### src/knn_pkg.sv
// Shared constants and types of the k-nearest-neighbor classifier.
`default_nettype none
package knn_pkg;

  localparam int TABLE_ENTRIES = 8;
  localparam int FEATURE_COUNT = 4;
  localparam int FEATURE_BITS  = 16;
  // Squared distance: one square per feature, summed.
  localparam int DIST_W = 2 * FEATURE_BITS + $clog2(FEATURE_COUNT);

  localparam int CFG_W = 4;
  localparam logic [CFG_W-1:0] NEIGHBOURS_RESET = 4'd3;
  localparam logic [CFG_W-1:0] ENTRIES_RESET    = 4'd6;

  // Configuration register indexes.
  localparam logic [0:0] CFG_NEIGHBOURS = 1'b0;
  localparam logic [0:0] CFG_ENTRIES    = 1'b1;

  // Request function codes.
  localparam logic FUNC_LOAD     = 1'b0;
  localparam logic FUNC_CLASSIFY = 1'b1;

  // Control of the ranking list.
  typedef struct packed {
    logic clear;
    logic insert;
    logic shift;
  } rank_ctl_t;

endpackage
`default_nettype wire

### src/knn_ram.sv
// Generic RAM, one write port and one registered read port.
`default_nettype none
module knn_ram #(
  parameter int WIDTH = 8,
  parameter int DEPTH = 8,
  localparam int AW = (DEPTH > 1) ? $clog2(DEPTH) : 1
) (
  input  wire logic                     clk_i,
  input  wire logic                     we_i,
  input  wire logic [AW-1:0]            waddr_i,
  input  wire logic [WIDTH-1:0]         wdata_i,
  input  wire logic                     re_i,
  input  wire logic [AW-1:0]            raddr_i,
  output logic      [WIDTH-1:0]         rdata_o
);
  logic [WIDTH-1:0] mem_q [DEPTH];

  always_ff @(posedge clk_i) begin
    if (we_i) begin
      mem_q[waddr_i] <= wdata_i;
    end
    if (re_i) begin
      rdata_o <= mem_q[raddr_i];
    end
  end

endmodule
`default_nettype wire

### src/knn_lane.sv
// One feature lane: absolute difference, then its square, each registered.
`default_nettype none
module knn_lane #(
  parameter int FEAT_W = knn_pkg::FEATURE_BITS
) (
  input  wire logic                  clk_i,
  input  wire logic [FEAT_W-1:0]     query_i,
  input  wire logic [FEAT_W-1:0]     train_i,
  output logic      [2*FEAT_W-1:0]   sq_o
);
  logic [FEAT_W-1:0]   diff_d, diff_q;
  logic [2*FEAT_W-1:0] sq_q;

  assign diff_d = (query_i >= train_i) ? (query_i - train_i) : (train_i - query_i);

  always_ff @(posedge clk_i) begin
    diff_q <= diff_d;
    sq_q   <= (2*FEAT_W)'(diff_q) * (2*FEAT_W)'(diff_q);
  end

  assign sq_o = sq_q;

endmodule
`default_nettype wire

### src/knn_rank.sv
// Sorted list of nearest entries: parallel insertion, label shift-out for the vote.
`default_nettype none
module knn_rank #(
  parameter int DEPTH  = knn_pkg::TABLE_ENTRIES,
  parameter int DIST_W = knn_pkg::DIST_W
) (
  input  wire logic              clk_i,
  input  wire logic              rst_ni,
  input  wire knn_pkg::rank_ctl_t ctl_i,
  input  wire logic [DIST_W-1:0] ins_dist_i,
  input  wire logic              ins_label_i,
  output logic      [DIST_W-1:0] head_dist_o,
  output logic                   head_label_o
);
  logic [DIST_W-1:0] dist_q [DEPTH];
  logic [DIST_W-1:0] dist_d [DEPTH];
  logic [DEPTH-1:0]  lab_q, lab_d;
  logic [DEPTH-1:0]  gt;

  // gt[p]: stored entry ranks after the new one (label 0 first on equal distance).
  always_comb begin
    for (int p = 0; p < DEPTH; p++) begin
      gt[p] = (dist_q[p] != ins_dist_i) ? (dist_q[p] > ins_dist_i)
                                        : (lab_q[p] & ~ins_label_i);
    end
  end

  for (genvar p = 0; p < DEPTH; p++) begin : g_cell
    logic              take_new, take_prev;
    logic [DIST_W-1:0] prev_dist;
    logic              prev_lab, up_lab;

    if (p == 0) begin : g_first
      assign take_new  = gt[0];
      assign take_prev = 1'b0;
      assign prev_dist = ins_dist_i;
      assign prev_lab  = ins_label_i;
    end else begin : g_rest
      assign take_new  = gt[p] & ~gt[p-1];
      assign take_prev = gt[p] & gt[p-1];
      assign prev_dist = dist_q[p-1];
      assign prev_lab  = lab_q[p-1];
    end

    if (p == DEPTH-1) begin : g_last
      assign up_lab = 1'b0;
    end else begin : g_mid
      assign up_lab = lab_q[p+1];
    end

    always_comb begin
      dist_d[p] = dist_q[p];
      lab_d[p]  = lab_q[p];
      priority if (ctl_i.clear) begin
        dist_d[p] = '1;
        lab_d[p]  = 1'b0;
      end else if (ctl_i.insert && take_new) begin
        dist_d[p] = ins_dist_i;
        lab_d[p]  = ins_label_i;
      end else if (ctl_i.insert && take_prev) begin
        dist_d[p] = prev_dist;
        lab_d[p]  = prev_lab;
      end else if (ctl_i.shift) begin
        lab_d[p]  = up_lab;
      end
    end
  end

  always_ff @(posedge clk_i or negedge rst_ni) begin
    if (!rst_ni) begin
      for (int p = 0; p < DEPTH; p++) begin
        dist_q[p] <= '1;
      end
      lab_q <= '0;
    end else begin
      dist_q <= dist_d;
      lab_q  <= lab_d;
    end
  end

  assign head_dist_o  = dist_q[0];
  assign head_label_o = lab_q[0];

endmodule
`default_nettype wire

### src/knn_binary_classifier.sv
// Top level of the k-nearest-neighbor binary classifier.
// Load request: writes one table slot, no result.
// Classify request: done_o strobes after the table walk and the vote (used, k clamped);
//   one table RAM read per cycle, a 4-stage distance pipeline, then one label per vote cycle.
// A new request is taken in the done_o cycle; busy is high from accept until then.
// Reset (rst_ni low, async): idle, registers 3 and 6, ranking list cleared; table undefined.
`default_nettype none
module knn_binary_classifier #(
  parameter int TABLE_ENTRIES = knn_pkg::TABLE_ENTRIES
) (
  input  wire logic                         clk_i,
  input  wire logic                         rst_ni,
  // request side
  input  wire logic                         start,
  output logic                              busy,
  input  wire logic                         func_i,
  input  wire logic [2:0]                   entry_index_i,
  input  wire logic [15:0]                  feature_0_i,
  input  wire logic [15:0]                  feature_1_i,
  input  wire logic [15:0]                  feature_2_i,
  input  wire logic [15:0]                  feature_3_i,
  input  wire logic                         entry_label_i,
  // result side
  output logic                              done_o,
  output logic                              predicted_class_o,
  output logic [3:0]                        class_one_votes_o,
  output logic [33:0]                       nearest_distance_o,
  // configuration
  input  wire logic                         cfg_we_i,
  input  wire logic [0:0]                   cfg_idx_i,
  input  wire logic [knn_pkg::CFG_W-1:0]    cfg_wdata_i
);
  localparam int AW = (TABLE_ENTRIES > 1) ? $clog2(TABLE_ENTRIES) : 1;
  localparam int CW = $clog2(TABLE_ENTRIES + 1);
  localparam int FC = knn_pkg::FEATURE_COUNT;
  localparam int FB = knn_pkg::FEATURE_BITS;
  localparam int RW = FC * FB + 1;
  localparam int DW = knn_pkg::DIST_W;

  typedef enum logic [2:0] {
    ST_IDLE = 3'b001,
    ST_WALK = 3'b010,
    ST_VOTE = 3'b100
  } state_e;

  state_e state_q, state_d;

  // Configuration registers
  logic [knn_pkg::CFG_W-1:0] cfg_k_q, cfg_used_q;

  always_ff @(posedge clk_i or negedge rst_ni) begin
    if (!rst_ni) begin
      cfg_k_q    <= knn_pkg::NEIGHBOURS_RESET;
      cfg_used_q <= knn_pkg::ENTRIES_RESET;
    end else if (cfg_we_i) begin
      unique case (cfg_idx_i)
        knn_pkg::CFG_NEIGHBOURS: cfg_k_q    <= cfg_wdata_i;
        knn_pkg::CFG_ENTRIES:    cfg_used_q <= cfg_wdata_i;
      endcase
    end
  end

  // Request decode
  logic req_acc, load_we, cls_go;

  assign busy    = (state_q != ST_IDLE);
  assign req_acc = start & ~busy;
  assign cls_go  = req_acc & (func_i == knn_pkg::FUNC_CLASSIFY);
  // loads to slots past the table are dropped
  assign load_we = req_acc & (func_i == knn_pkg::FUNC_LOAD) &
                   (32'(entry_index_i) < TABLE_ENTRIES);

  // Clamp entry count to 1..TABLE_ENTRIES and k to 1..used
  logic [CW-1:0] used_c, k_c;

  always_comb begin
    int k_raw;
    if (cfg_used_q == '0) begin
      used_c = CW'(1);
    end else if (32'(cfg_used_q) > TABLE_ENTRIES) begin
      used_c = CW'(TABLE_ENTRIES);
    end else begin
      used_c = CW'(cfg_used_q);
    end
    k_raw = (cfg_k_q == '0) ? 1 : 32'(cfg_k_q);
    k_c   = (k_raw > 32'(used_c)) ? used_c : CW'(k_raw);
  end

  // Query latch
  logic [FB-1:0] feat_in [FC];
  logic [FB-1:0] qry_q   [FC];

  assign feat_in[0] = feature_0_i;
  assign feat_in[1] = feature_1_i;
  assign feat_in[2] = feature_2_i;
  assign feat_in[3] = feature_3_i;

  always_ff @(posedge clk_i) begin
    if (cls_go) begin
      qry_q <= feat_in;
    end
  end

  // Per-request clamped counts, latched at the classify accept
  logic [CW-1:0] used_q, used_d, k_q, k_d;

  // Training table: {label, f3, f2, f1, f0}
  logic [CW-1:0] rd_cnt_q, rd_cnt_d;
  logic          rd_en;
  logic [RW-1:0] ram_rdata;

  assign rd_en = (state_q == ST_WALK) && (rd_cnt_q < used_q);

  knn_ram #(
    .WIDTH(RW),
    .DEPTH(TABLE_ENTRIES)
  ) u_table (
    .clk_i  (clk_i),
    .we_i   (load_we),
    .waddr_i(AW'(entry_index_i)),
    .wdata_i({entry_label_i, feature_3_i, feature_2_i, feature_1_i, feature_0_i}),
    .re_i   (rd_en),
    .raddr_i(rd_cnt_q[AW-1:0]),
    .rdata_o(ram_rdata)
  );

  // Feature lanes: one squared difference per feature per cycle
  logic [2*FB-1:0] lane_sq [FC];

  for (genvar f = 0; f < FC; f++) begin : g_lane
    knn_lane #(
      .FEAT_W(FB)
    ) u_lane (
      .clk_i  (clk_i),
      .query_i(qry_q[f]),
      .train_i(ram_rdata[f*FB +: FB]),
      .sq_o   (lane_sq[f])
    );
  end

  // Merge stage: sum of the lane squares
  logic [DW-1:0] sum_c, sum_q;

  always_comb begin
    sum_c = '0;
    for (int f = 0; f < FC; f++) begin
      sum_c = sum_c + DW'(lane_sq[f]);
    end
  end

  always_ff @(posedge clk_i) begin
    sum_q <= sum_c;
  end

  // Valid and label track the distance pipeline (RAM, diff, square, sum)
  logic vld1_q, vld2_q, vld3_q, vld4_q;
  logic lab2_q, lab3_q, lab4_q;

  always_ff @(posedge clk_i or negedge rst_ni) begin
    if (!rst_ni) begin
      vld1_q <= 1'b0;
      vld2_q <= 1'b0;
      vld3_q <= 1'b0;
      vld4_q <= 1'b0;
    end else begin
      vld1_q <= rd_en;
      vld2_q <= vld1_q;
      vld3_q <= vld2_q;
      vld4_q <= vld3_q;
    end
  end

  always_ff @(posedge clk_i) begin
    lab2_q <= ram_rdata[RW-1];
    lab3_q <= lab2_q;
    lab4_q <= lab3_q;
  end

  // Ranking list
  knn_pkg::rank_ctl_t rank_ctl;
  logic [DW-1:0]      head_dist;
  logic               head_lab;

  assign rank_ctl.clear  = cls_go;
  assign rank_ctl.insert = vld4_q;
  assign rank_ctl.shift  = (state_q == ST_VOTE);

  knn_rank #(
    .DEPTH (TABLE_ENTRIES),
    .DIST_W(DW)
  ) u_rank (
    .clk_i       (clk_i),
    .rst_ni      (rst_ni),
    .ctl_i       (rank_ctl),
    .ins_dist_i  (sum_q),
    .ins_label_i (lab4_q),
    .head_dist_o (head_dist),
    .head_label_o(head_lab)
  );

  // Sequencer: walk the table, wait for the last insert, then vote
  logic [CW-1:0] ins_cnt_q, ins_cnt_d, vote_cnt_q, vote_cnt_d;
  logic [CW-1:0] ones_q, ones_d, ones_sum;
  logic          done_d, done_q;
  logic          pred_q;
  logic [3:0]    votes_q;
  logic [33:0]   near_q;

  assign ones_sum = ones_q + CW'(head_lab);

  always_comb begin
    state_d    = state_q;
    rd_cnt_d   = rd_cnt_q;
    ins_cnt_d  = ins_cnt_q;
    vote_cnt_d = vote_cnt_q;
    ones_d     = ones_q;
    used_d     = used_q;
    k_d        = k_q;
    done_d     = 1'b0;
    unique case (state_q)
      ST_IDLE: begin
        if (cls_go) begin
          state_d   = ST_WALK;
          rd_cnt_d  = '0;
          ins_cnt_d = '0;
          used_d    = used_c;
          k_d       = k_c;
        end
      end
      ST_WALK: begin
        if (rd_en) begin
          rd_cnt_d = rd_cnt_q + CW'(1);
        end
        if (vld4_q) begin
          ins_cnt_d = ins_cnt_q + CW'(1);
          if (ins_cnt_q == used_q - CW'(1)) begin
            state_d    = ST_VOTE;
            vote_cnt_d = '0;
            ones_d     = '0;
          end
        end
      end
      ST_VOTE: begin
        ones_d = ones_sum;
        if (vote_cnt_q == k_q - CW'(1)) begin
          state_d = ST_IDLE;
          done_d  = 1'b1;
        end else begin
          vote_cnt_d = vote_cnt_q + CW'(1);
        end
      end
      default: state_d = ST_IDLE;
    endcase
  end

  always_ff @(posedge clk_i or negedge rst_ni) begin
    if (!rst_ni) begin
      state_q    <= ST_IDLE;
      rd_cnt_q   <= '0;
      ins_cnt_q  <= '0;
      vote_cnt_q <= '0;
      ones_q     <= '0;
      used_q     <= CW'(1);
      k_q        <= CW'(1);
      done_q     <= 1'b0;
    end else begin
      state_q    <= state_d;
      rd_cnt_q   <= rd_cnt_d;
      ins_cnt_q  <= ins_cnt_d;
      vote_cnt_q <= vote_cnt_d;
      ones_q     <= ones_d;
      used_q     <= used_d;
      k_q        <= k_d;
      done_q     <= done_d;
    end
  end

  // Result registers; a vote tie gives class 1
  always_ff @(posedge clk_i) begin
    if (done_d) begin
      pred_q  <= ((k_q - ones_sum) > ones_sum) ? 1'b0 : 1'b1;
      votes_q <= 4'(ones_sum);
      near_q  <= 34'(head_dist);
    end
  end

  assign done_o             = done_q;
  assign predicted_class_o  = pred_q;
  assign class_one_votes_o  = votes_q;
  assign nearest_distance_o = near_q;

  // Checks
  a_done_from_vote: assert property (@(posedge clk_i) disable iff (!rst_ni)
    done_o |-> $past(state_q) == ST_VOTE)
    else $error("result strobe without a vote");

  a_insert_bounded: assert property (@(posedge clk_i) disable iff (!rst_ni)
    vld4_q |-> (state_q == ST_WALK) && (ins_cnt_q < used_q))
    else $error("ranking insert outside the table walk");

  a_idle_pipe_empty: assert property (@(posedge clk_i) disable iff (!rst_ni)
    !busy |-> !(vld1_q || vld2_q || vld3_q || vld4_q))
    else $error("distance pipeline busy while idle");

  a_vote_rule: assert property (@(posedge clk_i) disable iff (!rst_ni)
    done_o |-> predicted_class_o == (32'(class_one_votes_o) * 2 >= 32'(k_q)))
    else $error("predicted class does not follow the vote");

endmodule
`default_nettype wire

### config.mk
export PLATFORM = sky130hd
export DESIGN_NAME = knn_binary_classifier
export DESIGN_NICKNAME = d
export VERILOG_FILES = /design/src/knn_pkg.sv /design/src/knn_ram.sv /design/src/knn_lane.sv /design/src/knn_rank.sv /design/src/knn_binary_classifier.sv
export SDC_FILE = /design/constraint.sdc
export NUM_CORES = 2
export LEC_CHECK = 0
export BUFFER_PORTS_ARGS = -buffer_cell sky130_fd_sc_hd__buf_2
export CAP_MARGIN = 15
export CORE_ASPECT_RATIO = 2
export CORE_UTILIZATION = 57
export DETAILED_ROUTE_END_ITERATION = 7
export GPL_ROUTABILITY_DRIVEN = 0
export PLACE_DENSITY_LB_ADDON = 0.3
export SKIP_LAST_GASP = 1
export SYNTH_ARGS = -nofsm -noshare
export SYNTH_HDL_FRONTEND = slang
export SYNTH_SLANG_ARGS = --single-unit
### constraint.sdc
create_clock -name clk_i -period 7.7 [get_ports clk_i]
set_clock_uncertainty 0.05 [all_clocks]
set_input_delay 1.54 -clock clk_i [delete_from_list [all_inputs] [get_ports clk_i]]
set_output_delay 1.54 -clock clk_i [all_outputs]
set_load 0.05 [all_outputs]
==> flow_summary_export.csv <==
group,metric,value,unit
global_routing,gr-total-overflow,0,
placement,port_buffers,118,
synth,synth-simple-area-share,7.389,%
synth,synth_cell_types,98,
timing,tns,0,ps
run,drv_cap,0,
route,drt_iter0_drc,3461,
floorplanning,num_rows,204,
clock_network,ctsRootBufferMaster,"clkbuf_16",
timing,finalSetupViolCount,0,
timing,min_period,7140,ps
timing,hold_viol,0,
floorplanning,core_area,154200,µm²
synth,yosysWarningCount,0,
route,antenna_left,0,
final_layout,layout-drive-gt1-share,12.38,%
synth,syn-cell-area,88300,µm²
synth,synthCells,7651,
floorplanning,initial_utilization,57.28,%
synth,synth_flop_cell,"edfxtp_1",
final_layout,n_fill_cell,12060,
floorplanning,dieArea,156600,µm²
clock_network,numCtsBuffers,109,
route,routed_via_density,5.935,
critical_path,cp-end-kind,"flip-flop",
synth,synth.area.top_cells,"edfxtp_1 (23%), fa_1 (16%), ha_1 (12%), dfstp_2 (8.3%), inv_1 (5.2%)",
synth,synth_top_family_by_area,"adder cells",
synth,synth_top_cells_by_count,"inv_1 (1,229), ha_1 (846), fa_1 (724)",
clock_network,cts_setup_buffers,0,
timing,finalCritPeriodShare,92.73,%
synth,synth_area_leader_cell,"edfxtp_1",
global_routing,track_usage,29.27,%
global_routing,antenna_found_initial,14,
floorplanning,dieWidth,280.3,µm
synth,syn_area_per_cell,11.54,µm²
synth,yosys.area_share.xor_xnor,2.361,%
hold_path,min_path_type,"flip-flop to flip-flop",
synth,async_reset_ff_share,25.95,%
clock_network,clkLatencyLatePin,750,ps
timing,worst_pin_slew,1315,ps
critical_path,start_kind,"flip-flop",
clock_network,clk_path_buf_depth,3,
synth,synth_adder_area_share,28.40,%
final_layout,nNetsFinal,9311,
global_routing,grt_max_degree,137,
critical_path,critPathRequiredTime,8240,ps
placement,hpwl,168.9,mm
route,wl_per_cell,22.89,µm
synth,synth_seq_cells,1233,
timing,relSlewSlack,11.53,%
route,drt_pass1_iterations,7,
synth,synth_compound_area_share,9.777,%
route,drt-total-wl,224.8,mm
floorplanning,fp.dieH,558.6,µm
critical_path,critical_path_class,"flip-flop to flip-flop",
clock_network,cts_max_level,3,
synth,synth_top_area_share,23.40,%
route,num_vias,58280,
synth,muxShareOfSynthArea,7.513,%
route,drc,0,
critical_path,path_max_fanout,14,
clock_network,cts_resized,0,
clock_network,hold_buffers,0,
clock_network,cts.sinks,1233,
synth,ys_seq_area_share,37.96,%
global_routing,grt_pass1_vias,63430,
synth,synth-edff-count,688,
timing,grt_setup_unrepaired,"false",
final_layout,area_growth,7.600,%
clock_network,cts_tree,"done",
synth,synth.most_common_cell,"inv_1",
floorplanning,pin_count,119,
timing,drv_slew,0,
clock_network,path_clk_slew,70,ps
critical_path,crit_arrival,7680,ps
global_routing,grt_pass1_wl,348.4,mm
timing,max_freq,0.1401,GHz
outcome,status,"completed",
[routing by layer]
layer / GRT usage (%) / vias up / routed length (µm)
li1: - / 26180 / -
met1: 28.43 / 29430 / 73890
met2: 54.16 / 1797 / 119500
met3: 3.734 / 861 / 8936
met4: 25.10 / 16 / 22370
met5: 0 / - / 95
[stage by stage]
step	hold slack (ps)	cell area, µm²	setup slack, ps	cells	util (%)
after global placement	270.1	91100	829.8	9610	59.09
after floorplan	259.6	88310	503.4	7652	-
after detailed placement	274.0	91120	631.1	9611	59.10
after CTS	289.6	94990	631.2	9812	61.62
after global routing	290.1	95000	247.9	9815	61.62
final	288.7	95010	560.1	9819	61.63
[registers in the layout, indices dropped and copies added, names as in the netlist, 3 cells and up]
name                     cells
cfg_k_q                      4
cfg_used_q                   4
class_one_votes_o            4
g_lane.u_lane.diff_q        64
g_lane.u_lane.sq_o         124
ins_cnt_q                    4
k_q                          4
nearest_distance_o          34
ones_q                       4
qry_q                       64
rd_cnt_q                     4
state_q                      3
sum_q                       34
u_rank.dist_q               34
u_rank.g_cell.prev_dist    204
u_rank.head_dist_o          34
u_rank.lab_q                 8
u_table.mem_q              520
u_table.rdata_o             65
used_q                       4
vote_cnt_q                   4
[path summary, 6_finish.rpt]
kind | startpoint | to | slack [ps] | cells past startpoint
min in group asynchronous | rst_ni | cfg_used_q[0] | 930 | 1
min reg2reg | lab2_q | lab3_q | 290 | 0
max | g_lane[1].u_lane.diff_q[8] | g_lane[1].u_lane.sq_o[30] | 560 | 24
min | lab2_q | lab3_q | 290 | 0
max reg2reg | g_lane[1].u_lane.diff_q[8] | g_lane[1].u_lane.sq_o[30] | 560 | 24
max in group asynchronous | rst_ni | u_rank.g_cell[6].prev_dist[18] | 5210 | 2
[critical path, stage by stage (launching register included)]
cell       delay, ps
dfxtp_1          500
nand2_1          200
inv_1             80
fa_1             550
inv_1             60
fa_1             530
inv_1             50
fa_1             490
inv_1             50
fa_1             620
inv_1             70
fa_1             480
inv_1             50
fa_1             480
inv_1             50
ha_1             350
a2111oi_0        430
o21ai_0          170
o21ai_0          140
a21boi_0         180
o41a_1           380
a41oi_1          290
nor4b_1          410
o41ai_1          170
xor2_1           160
[cells by family (layout without fill, tap and decap cells)]
family / count (synthesis) / in the layout
simple gates: 1354 / 1354
mux: 490 / 490
buf+inv: 1521 / 1622
other cells: 2 / 9
fa+ha+maj: 1570 / 1570
flops: 1233 / 1233
xor+xnor: 238 / 238
compound gates: 1243 / 1243
[cell type report]
type / instances / area (µm²) / area share [%]
multi-input cells: 4898 / 49180 / 51.76
flip-flops and latches: 1233 / 33530 / 35.29
inverters: 1231 / 4623 / 4.866
clock buffers: 130 / 2994 / 3.151
well taps: 2060 / 2577 / 2.713
repair buffers: 190 / 1209 / 1.272
clock inverters: 71 / 883.3 / 0.9297
diodes: 6 / 15.01 / 0.01580
[layout by cell type (no fill, tap or decap), drive strengths merged, types with 63 or more instances in the layout]
| cell | count |
|---|---|
| and2 | 177 |
| fa | 724 |
| a21oi | 323 |
| dfxtp | 225 |
| a21o | 221 |
| inv | 1244 |
| o21ai | 166 |
| nand2 | 485 |
| mux2i | 278 |
| nand4 | 76 |
| mux2 | 82 |
| a2bb2oi | 171 |
| edfxtp | 688 |
| nor2 | 258 |
| nor3 | 89 |
| buf | 189 |
| ha | 846 |
| dfstp | 279 |
| xor2 | 74 |
| clkbuf | 131 |
| nand3 | 63 |
| mux4 | 130 |
| xnor2 | 164 |
Power is left out: the tool's default activity adds up to more than one toggle a clock period on the data nets, which glitch-free logic cannot reach.
